### src/vasm_pkg.sv
// ----------------------------------------------------------------------------
// vasm_pkg: shared types and constants of the voice allocator and mixer
// Command codes, sequencer state codes and the per-note pan gain tables.
// ----------------------------------------------------------------------------
package vasm_pkg;

  typedef enum logic [1:0] {
    CMD_NOTE_ON     = 2'd0,
    CMD_FRAME_BEGIN = 2'd1,
    CMD_SAMPLE      = 2'd2,
    CMD_FRAME_END   = 2'd3
  } cmd_e;

  localparam int unsigned GainBits = 15;
  localparam int unsigned AccBits  = 20;
  localparam int unsigned PanNotes = 8;

  typedef logic [GainBits-1:0] gain_t;

  function automatic gain_t pan_left(input logic [2:0] n);
    gain_t g;
    case (n)
      3'd0: g = 15'd27939;
      3'd1: g = 15'd26724;
      3'd2: g = 15'd25388;
      3'd3: g = 15'd23937;
      3'd4: g = 15'd22378;
      3'd5: g = 15'd20717;
      3'd6: g = 15'd18962;
      default: g = 15'd17121;
    endcase
    return g;
  endfunction

  function automatic gain_t pan_right(input logic [2:0] n);
    return pan_left(3'd7 - n);
  endfunction

  typedef enum logic [2:0] {
    ST_IDLE,
    ST_SEARCH,
    ST_WRITE,
    ST_WALK,
    ST_MIX,
    ST_ACC,
    ST_END
  } state_e;

endpackage

### src/vasm_front.sv
// ----------------------------------------------------------------------------
// vasm_front: input stage and command queue
// Accept requests, drop ignorable ones, and hold the rest in a short FIFO.
// ----------------------------------------------------------------------------
module vasm_front import vasm_pkg::*; #(
  parameter int unsigned W     = 8,
  parameter int unsigned DEPTH = 2
) (
  input  logic         clk_i,
  input  logic         rst_ni,
  input  logic         valid_i,
  output logic         ready_o,
  input  logic [W-1:0] data_i,
  input  logic         keep_i,
  output logic         valid_o,
  input  logic         ready_i,
  output logic [W-1:0] data_o
);
  localparam int unsigned PB = (DEPTH > 1) ? $clog2(DEPTH) : 1;

  logic [W-1:0] mem_q [DEPTH];
  logic [PB-1:0] wp_q, rp_q;
  logic [PB:0]   cnt_q;
  logic push, pop;

  assign ready_o = (cnt_q != (PB+1)'(DEPTH));
  assign valid_o = (cnt_q != '0);
  assign data_o  = mem_q[rp_q];
  assign push    = valid_i && ready_o && keep_i;
  assign pop     = valid_o && ready_i;

  always_ff @(posedge clk_i) begin
    if (push) mem_q[wp_q] <= data_i;
  end

  always_ff @(posedge clk_i or negedge rst_ni) begin
    if (!rst_ni) begin
      wp_q <= '0; rp_q <= '0; cnt_q <= '0;
    end else begin
      if (push) wp_q <= (wp_q == PB'(DEPTH-1)) ? '0 : wp_q + 1'b1;
      if (pop)  rp_q <= (rp_q == PB'(DEPTH-1)) ? '0 : rp_q + 1'b1;
      cnt_q <= cnt_q + (PB+1)'(push) - (PB+1)'(pop);
    end
  end
endmodule

### src/vasm_back.sv
// ----------------------------------------------------------------------------
// vasm_back: voice table sequencer and stereo accumulators
// Execute one queued request at a time, one voice per cycle while the output is not held.
// ----------------------------------------------------------------------------
module vasm_back import vasm_pkg::*; #(
  parameter int unsigned VOICES      = 8,
  parameter int unsigned NOTES       = 8,
  parameter int unsigned ADDR_BITS   = 24,
  parameter int unsigned SAMPLE_BITS = 16
) (
  input  logic                   clk_i,
  input  logic                   rst_ni,
  input  logic                   valid_i,
  output logic                   ready_o,
  input  logic [1:0]             cmd_i,
  input  logic [2:0]             note_i,
  input  logic [ADDR_BITS-1:0]   base_i,
  input  logic [ADDR_BITS-1:0]   len_i,
  input  logic [2:0]             voice_i,
  input  logic signed [SAMPLE_BITS-1:0] value_i,
  output logic                   valid_o,
  input  logic                   ready_i,
  output logic                   kind_o,
  output logic [2:0]             fetch_voice_o,
  output logic [ADDR_BITS-1:0]   fetch_address_o,
  output logic signed [AccBits-1:0] mix_left_o,
  output logic signed [AccBits-1:0] mix_right_o,
  output logic                   last_o
);
  localparam int unsigned VB = (VOICES > 1) ? $clog2(VOICES) : 1;
  localparam int unsigned PW = SAMPLE_BITS + GainBits + 1;
  localparam logic signed [AccBits-1:0] AccMax = {1'b0, {(AccBits-1){1'b1}}};
  localparam logic signed [AccBits-1:0] AccMin = {1'b1, {(AccBits-1){1'b0}}};

  state_e state_q, state_d;

  logic [VOICES-1:0]    act_q;
  logic [ADDR_BITS-1:0] vbase_q [VOICES];
  logic [ADDR_BITS-1:0] vlen_q  [VOICES];
  logic [ADDR_BITS-1:0] vpos_q  [VOICES];
  logic [63:0]          vstamp_q[VOICES];
  gain_t                vgl_q   [VOICES];
  gain_t                vgr_q   [VOICES];
  logic [63:0]          stamp_q;
  logic signed [AccBits-1:0] accl_q, accr_q;

  // Latched request
  logic [2:0]             note_q;
  logic [ADDR_BITS-1:0]   base_q, len_q;
  logic [VB-1:0]          vsel_q;
  logic signed [SAMPLE_BITS-1:0] val_q;

  // Walk/search
  logic [VB:0]   idx_q;
  logic [VB-1:0] tgt_q;
  logic [63:0]   old_q;
  logic          found_q;

  // Products and output register
  logic signed [PW-1:0] pl_q, pr_q;
  logic       ov_q;
  logic       okind_q, olast_q;
  logic [2:0] ovoice_q;
  logic [ADDR_BITS-1:0] oaddr_q;
  logic signed [AccBits-1:0] ol_q, orr_q;

  logic [VB-1:0] iv;
  logic          has_next;
  logic [VB-1:0] next_idx;
  logic [2:0]    note_c;

  assign iv = idx_q[VB-1:0];

  // Find the next active voice at or after idx_q
  always_comb begin
    has_next = 1'b0;
    next_idx = '0;
    for (int k = VOICES-1; k >= 0; k--) begin
      if (act_q[k] && (VB+1)'(k) >= idx_q) begin
        has_next = 1'b1;
        next_idx = VB'(k);
      end
    end
  end

  assign note_c = ((32'(note_q) >= NOTES) ? 3'(NOTES-1) : note_q);

  function automatic logic signed [AccBits-1:0] sat_add(
    input logic signed [AccBits-1:0] a, input logic signed [PW-1:0] p);
    logic signed [PW:0] r;
    logic signed [PW+1:0] s;
    begin
      r = (PW+1)'(p + PW'(16384)) >>> 15;
      s = (PW+2)'(a) + (PW+2)'(r);
      if (s > (PW+2)'(AccMax)) return AccMax;
      if (s < (PW+2)'(AccMin)) return AccMin;
      return AccBits'(s);
    end
  endfunction

  assign ready_o         = (state_q == ST_IDLE);
  assign valid_o         = ov_q;
  assign kind_o          = okind_q;
  assign fetch_voice_o   = ovoice_q;
  assign fetch_address_o = oaddr_q;
  assign mix_left_o      = ol_q;
  assign mix_right_o     = orr_q;
  assign last_o          = olast_q;

  always_comb begin
    state_d = state_q;
    case (state_q)
      ST_IDLE: if (valid_i) begin
        case (cmd_e'(cmd_i))
          CMD_NOTE_ON:     state_d = ST_SEARCH;
          CMD_FRAME_BEGIN: state_d = ST_WALK;
          CMD_SAMPLE:      state_d = (32'(voice_i) < VOICES) ? ST_MIX : ST_IDLE;
          default:         state_d = ST_END;
        endcase
      end
      ST_SEARCH: if (idx_q == (VB+1)'(VOICES) || found_q) state_d = ST_WRITE;
      ST_WRITE:  state_d = ST_IDLE;
      ST_WALK:   if (!has_next) state_d = ST_IDLE;
      ST_MIX:    state_d = ST_ACC;
      ST_ACC:    state_d = ST_IDLE;
      ST_END:    if (!ov_q || ready_i) state_d = ST_IDLE;
      default:   state_d = ST_IDLE;
    endcase
  end

  always_ff @(posedge clk_i or negedge rst_ni) begin
    if (!rst_ni) state_q <= ST_IDLE;
    else         state_q <= state_d;
  end

  // Payload storage
  always_ff @(posedge clk_i) begin
    if (state_q == ST_IDLE && valid_i) begin
      note_q <= note_i; base_q <= base_i; len_q <= len_i;
      vsel_q <= VB'(voice_i); val_q <= value_i;
    end
    if (state_q == ST_WRITE) begin
      vbase_q[tgt_q]  <= base_q;
      vlen_q[tgt_q]   <= len_q;
      vpos_q[tgt_q]   <= '0;
      vstamp_q[tgt_q] <= stamp_q + 64'd1;
      vgl_q[tgt_q]    <= pan_left(note_c);
      vgr_q[tgt_q]    <= pan_right(note_c);
    end
    if (state_q == ST_WALK && has_next && (!ov_q || ready_i))
      vpos_q[next_idx] <= vpos_q[next_idx] + 1'b1;
    if (state_q == ST_MIX) begin
      pl_q <= PW'(val_q) * $signed({1'b0, vgl_q[vsel_q]});
      pr_q <= PW'(val_q) * $signed({1'b0, vgr_q[vsel_q]});
    end
    if (state_q == ST_SEARCH && !found_q && idx_q != (VB+1)'(VOICES)) begin
      if (!act_q[iv]) begin
        tgt_q <= iv;
      end else if (idx_q == '0 || vstamp_q[iv] < old_q) begin
        tgt_q <= iv; old_q <= vstamp_q[iv];
      end
    end
  end

  // Control state
  always_ff @(posedge clk_i or negedge rst_ni) begin
    if (!rst_ni) begin
      act_q <= '0; stamp_q <= '0; accl_q <= '0; accr_q <= '0;
      idx_q <= '0; found_q <= 1'b0; ov_q <= 1'b0;
      okind_q <= 1'b0; olast_q <= 1'b0; ovoice_q <= '0; oaddr_q <= '0;
      ol_q <= '0; orr_q <= '0;
    end else begin
      if (ov_q && ready_i) ov_q <= 1'b0;
      case (state_q)
        ST_IDLE: begin
          idx_q <= '0; found_q <= 1'b0;
        end
        ST_SEARCH: if (!found_q && idx_q != (VB+1)'(VOICES)) begin
          if (!act_q[iv]) found_q <= 1'b1;
          idx_q <= idx_q + 1'b1;
        end
        ST_WRITE: begin
          act_q[tgt_q] <= 1'b1;
          stamp_q <= stamp_q + 64'd1;
        end
        ST_WALK: if (has_next && (!ov_q || ready_i)) begin
          ov_q     <= 1'b1;
          okind_q  <= 1'b0;
          ovoice_q <= 3'(next_idx);
          oaddr_q  <= vbase_q[next_idx] + vpos_q[next_idx];
          ol_q <= '0; orr_q <= '0;
          // Last when no active voice follows this one
          olast_q  <= ((act_q >> next_idx) >> 1) == '0;
          if (vpos_q[next_idx] + 1'b1 >= vlen_q[next_idx]) act_q[next_idx] <= 1'b0;
          idx_q <= (VB+1)'(next_idx) + 1'b1;
        end
        ST_ACC: begin
          accl_q <= sat_add(accl_q, pl_q);
          accr_q <= sat_add(accr_q, pr_q);
        end
        ST_END: if (!ov_q || ready_i) begin
          ov_q <= 1'b1; okind_q <= 1'b1; olast_q <= 1'b1;
          ovoice_q <= '0; oaddr_q <= '0;
          ol_q <= accl_q; orr_q <= accr_q;
          accl_q <= '0; accr_q <= '0;
        end
        default: ;
      endcase
    end
  end
endmodule

### src/voice_allocator_stereo_mixer_unit.sv
// ----------------------------------------------------------------------------
// voice_allocator_stereo_mixer_unit: polyphonic voice allocator and mixer
// Top level: input queue feeding the voice sequencer.
// ----------------------------------------------------------------------------
// Requests enter a two-entry queue and are carried out one at a time by the
// voice sequencer. A note-on request is taken, then a search scans one voice
// a cycle for a free or the oldest voice, then the voice is written; frame
// begin walks the active voices, with one fetch request leaving per cycle
// while the output is taken; a sample request is taken, multiplied by the
// gains, then rounded and added with saturation; frame end waits for the
// output register and sends the mix. The voice scan sets the rate. Note-on
// requests with zero length are dropped at the queue input; samples for
// voices beyond range are dropped by the sequencer. Results leave through an
// output register.
module voice_allocator_stereo_mixer_unit import vasm_pkg::*; #(
  parameter int unsigned VOICES      = 8,
  parameter int unsigned NOTES       = 8,
  parameter int unsigned ADDR_BITS   = 24,
  parameter int unsigned SAMPLE_BITS = 16
) (
  input  logic                   clk_i,
  input  logic                   rst_ni,
  input  logic                   in_valid_i,
  output logic                   in_ready_o,
  input  logic [1:0]             cmd_i,
  input  logic [2:0]             note_index_i,
  input  logic [ADDR_BITS-1:0]   sample_base_i,
  input  logic [ADDR_BITS-1:0]   sample_length_i,
  input  logic [2:0]             sample_voice_i,
  input  logic signed [SAMPLE_BITS-1:0] sample_value_i,
  output logic                   out_valid_o,
  input  logic                   out_ready_i,
  output logic                   kind_o,
  output logic [2:0]             fetch_voice_o,
  output logic [ADDR_BITS-1:0]   fetch_address_o,
  output logic signed [AccBits-1:0] mix_left_o,
  output logic signed [AccBits-1:0] mix_right_o,
  output logic                   last_o
);
  localparam int unsigned W = 2 + 3 + 2*ADDR_BITS + 3 + SAMPLE_BITS;

  logic [W-1:0] qd, qo;
  logic keep, qv, qr;

  assign qd = {cmd_i, note_index_i, sample_base_i, sample_length_i,
               sample_voice_i, sample_value_i};
  // Drop zero-length note-ons at the door
  assign keep = !((cmd_e'(cmd_i) == CMD_NOTE_ON) && (sample_length_i == '0));

  vasm_front #(.W(W), .DEPTH(2)) u_front (
    .clk_i, .rst_ni, .valid_i(in_valid_i), .ready_o(in_ready_o), .data_i(qd),
    .keep_i(keep), .valid_o(qv), .ready_i(qr), .data_o(qo)
  );

  vasm_back #(.VOICES(VOICES), .NOTES(NOTES), .ADDR_BITS(ADDR_BITS),
              .SAMPLE_BITS(SAMPLE_BITS)) u_back (
    .clk_i, .rst_ni,
    .valid_i(qv), .ready_o(qr),
    .cmd_i(qo[W-1 -: 2]),
    .note_i(qo[W-3 -: 3]),
    .base_i(qo[W-6 -: ADDR_BITS]),
    .len_i(qo[W-6-ADDR_BITS -: ADDR_BITS]),
    .voice_i(qo[SAMPLE_BITS+2 -: 3]),
    .value_i(qo[SAMPLE_BITS-1:0]),
    .valid_o(out_valid_o), .ready_i(out_ready_i),
    .kind_o, .fetch_voice_o, .fetch_address_o, .mix_left_o, .mix_right_o, .last_o
  );
endmodule

### config.mk
export PLATFORM = sky130hd
export DESIGN_NAME = voice_allocator_stereo_mixer_unit
export DESIGN_NICKNAME = d
export VERILOG_FILES = /design/src/vasm_pkg.sv /design/src/vasm_front.sv /design/src/vasm_back.sv /design/src/voice_allocator_stereo_mixer_unit.sv
export SDC_FILE = /design/constraint.sdc
export NUM_CORES = 2
export LEC_CHECK = 0
export ABC_AREA = 0
export BUFFER_PORTS_ARGS = -buffer_cell sky130_fd_sc_hd__buf_4
export CAP_MARGIN = 20
export CORE_UTILIZATION = 35
export CTS_BUF_LIST = sky130_fd_sc_hd__clkbuf_4 sky130_fd_sc_hd__clkbuf_8 sky130_fd_sc_hd__clkbuf_16
export DETAILED_ROUTE_END_ITERATION = 7
export GPL_TIMING_DRIVEN = 0
export SYNTH_ARGS = -nofsm -noshare
export SYNTH_HDL_FRONTEND = slang
export SYNTH_HIERARCHICAL = 1
export SYNTH_SLANG_ARGS = --single-unit
### constraint.sdc
create_clock -name clk_i -period 34.2 [get_ports clk_i]
set_clock_uncertainty 0.1 [all_clocks]
set_input_delay 3.42 -clock clk_i [delete_from_list [all_inputs] [get_ports clk_i]]
set_output_delay 3.42 -clock clk_i [all_outputs]
set_load 0.02 [all_outputs]
==> impl_metrics.toml <==
[status]
status = "completed"

[clock_network]
clk_pin_slew_ps = 70
ctsHtreeMaxLevel = 4
clk_path_buf_depth = 3
ctsHoldBuffers = 0
cts_buffers = 185
postCtsResizedCells = 0
clkLatencyLatePin_ps = 870
cts_sinks = 1826
post_cts_buffers = 0
cts_tree = "done"
ctsRootBufferMaster = "clkbuf_16"

[final_layout]
layout_commonest_cell = "edfxtp_1"
finalNetCount = 8423
fin_cells = 11237
drive_above_1_share_pct = 13.29
layout_common_cells = "edfxtp_1 (1629), nand2_1 (1128), inv_1 (694)"
area_growth_pct = 15.24

[placement]
io_buffers = 146
place_inst = 10883
dpl.hpwl_um = 189000
place.gp.congestion = 0.9118

[timing]
fin_crit_sh_pct = 29.27
grt_setup_unrepaired = "false"
finalSetupViolations = 0
timing.final.crit_period_ps = 10010
hold_viol = 0
fmax_ghz = 0.09990
drv_slew = 0
max-slew-margin-rel_pct = 19.19
fin_tns_setup_ps = 0
tightestPinTransition_ps = 1204

[global_routing]
antenna_found_initial = 11
grtUsageTotal_pct = 18.81
overflow = 0
grt_pass1_vias = 58672
grt_max_degree = 111
grt_pass1_wl_um = 380300

[logic_synthesis]
yosys.area_share.adder_pct = 14.66
async_flop_share_pct = 10.62
syn_area_mm2 = 0.09379
synth_xor_area_share_pct = 2.615
synth_ff_type = "edfxtp_1"
synthTopCellsByArea = "edfxtp_1 (52%), fa_1 (11%), dfrtp_1 (5.2%)"
ys_seq_area_share_pct = 57.40
synth-simple-area-share_pct = 9.556
avgSynthCellArea_um2 = 13.36
synthesis.yosys.warnings = 6
muxShareOfSynthArea_pct = 6.207
yosysUniqueCellTypes = 86
synth_top_cell_by_area = "edfxtp_1"
synth_edf_count = 1629
ys_ff_latch = 1826
netlist.area_leader.share_pct = 52.16
synth-compound-area-share_pct = 5.377
syn_inst = 7018
syn_nets = 7897
synth_top_family_by_area = "adder cells"

[drt]
drc = 0
ant_nets = 0
routed_via_density = 5.131
drtIter0Drc = 5285
wl_per_cell_um = 22.64
firstDrtPassIters = 6
via_count = 57652
drt_wl_total_um = 254400

[setup_path]
crit_type = "flop to flop"
end_kind = "flop"
cp.arrival_ps = 10480
cp_max_fo = 10
crit_path_start_kind = "flop"
r2r_slack_ps = 24190
crit_required_ps = 34670

[floorplanning]
pin_count = 147
die-area_mm2 = 0.2700
die_width_um = 519.7
fp-row-count = 189
core_mm2 = 0.2658
die_h_um = 519.7
start_util_pct = 35.29

[min_path]
worstHoldPathType = "flop to flop"
hp-start = "u_back/idx_q[1]"

[run]
maxCapViolCount = 0
state kept, by name, summed over array words and instances, names as in the netlist, 24 cells and up, named ones only:
register	count
u_back/vstamp_q	512
u_back/fetch_address_o	24
u_back/old_q	64
u_back/stamp_q	64
u_back/vpos_q	192
u_back/vbase_q	192
u_front/mem_q	144
u_back/len_q	24
u_back/vgl_q	112
u_back/vgr_q	112
u_back/vlen_q	192
u_back/base_q	24
layer usage:
metal / vias up / global-route usage (%) / wire length [µm]
met2: 1994 / 31.15 / 122000
met1: 29584 / 25.20 / 107200
li1: 25680 / - / -
met4: 10 / 6.196 / 8193
met5: - / 0 / 54
met3: 384 / 2.956 / 16910
cell families (layout without fill, tap and decap cells):
logic type                 after synthesis  in the layout
AOI/OAI and AO/OA                      800            800
xor gates and xnor gates               280            280
adders and majority gates              803            803
buffers and inverters                 1004           1686
DFF                                   1826           1826
muxes                                  310            310
other                                    0              4
and+or+nand+nor                       1995           1995
area by class of cell:
| cell class | instances | area [µm²] |
|---|---|---|
| buffer | 308 | 1323 |
| inverter | 696 | 2613 |
| antenna | 4 | 10.01 |
| tap | 3533 | 4420 |
| fill | 24473 | 157700 |
| clock inverter | 107 | 1272 |
| clock buffer | 236 | 5126 |
| sequential | 1826 | 53830 |
| multi-input combinational | 4188 | 36170 |
| timing repair buffer | 339 | 3319 |
critical path, stage by stage, from the launching register on:
cell	delay [ps]
dfxtp_1	360
buf_2	320
buf_1	720
buf_1	730
mux4_2	370
mux2_2	300
clkbuf_1	460
nand2_1	150
fa_1	570
inv_1	50
fa_1	480
inv_1	60
fa_1	500
fa_1	640
fa_1	500
fa_1	520
inv_1	40
ha_1	180
or4_1	520
nor2_1	130
o221ai_1	300
o31ai_1	490
o31a_1	290
o21ai_0	240
a21boi_0	280
o31ai_1	140
a21oi_1	190
xnor2_1	90
final timing paths:
kind	to	depth (start not counted)
setup / recovery	u_back/pr_q[31]	27
hold / removal	u_back/tgt_q[1]	0
setup reg to reg	u_back/pr_q[31]	27
hold reg to reg	u_back/tgt_q[1]	0
max in group asynchronous	u_back/stamp_q[53]	2
min in group asynchronous	u_back/mix_right_o[7]	1
metrics by stage:
stage               instance area, µm²  util, %  hold WS, ps  worst slack, ps
floorplan                        93790        -        319.6            17710
global placement                 99310    37.36        335.4            312.0
detailed placement              101600    38.22        329.6            24100
CTS                             108000    40.63        348.7            24030
global route                    108100    40.66        373.8            23540
finish                          108100    40.67        349.9            24190
Yosys cell counts, drive strengths merged (35+ instances only):
library cell,count
nor4,44
nor2b,54
nand4,56
o21ai,137
edfxtp,1629
dfrtp,194
fa,493
nand2,1130
mux4,186
clkbuf,215
xor2,106
a21o,81
nor3,44
xnor2,174
nor2,252
buf,93
mux2,103
nand3,103
ha,310
inv,694
o221ai,35
and2,184
a21oi,343
Power is left out: the tool's default activity adds up to more than one toggle a clock period on the data nets, which glitch-free logic cannot reach.
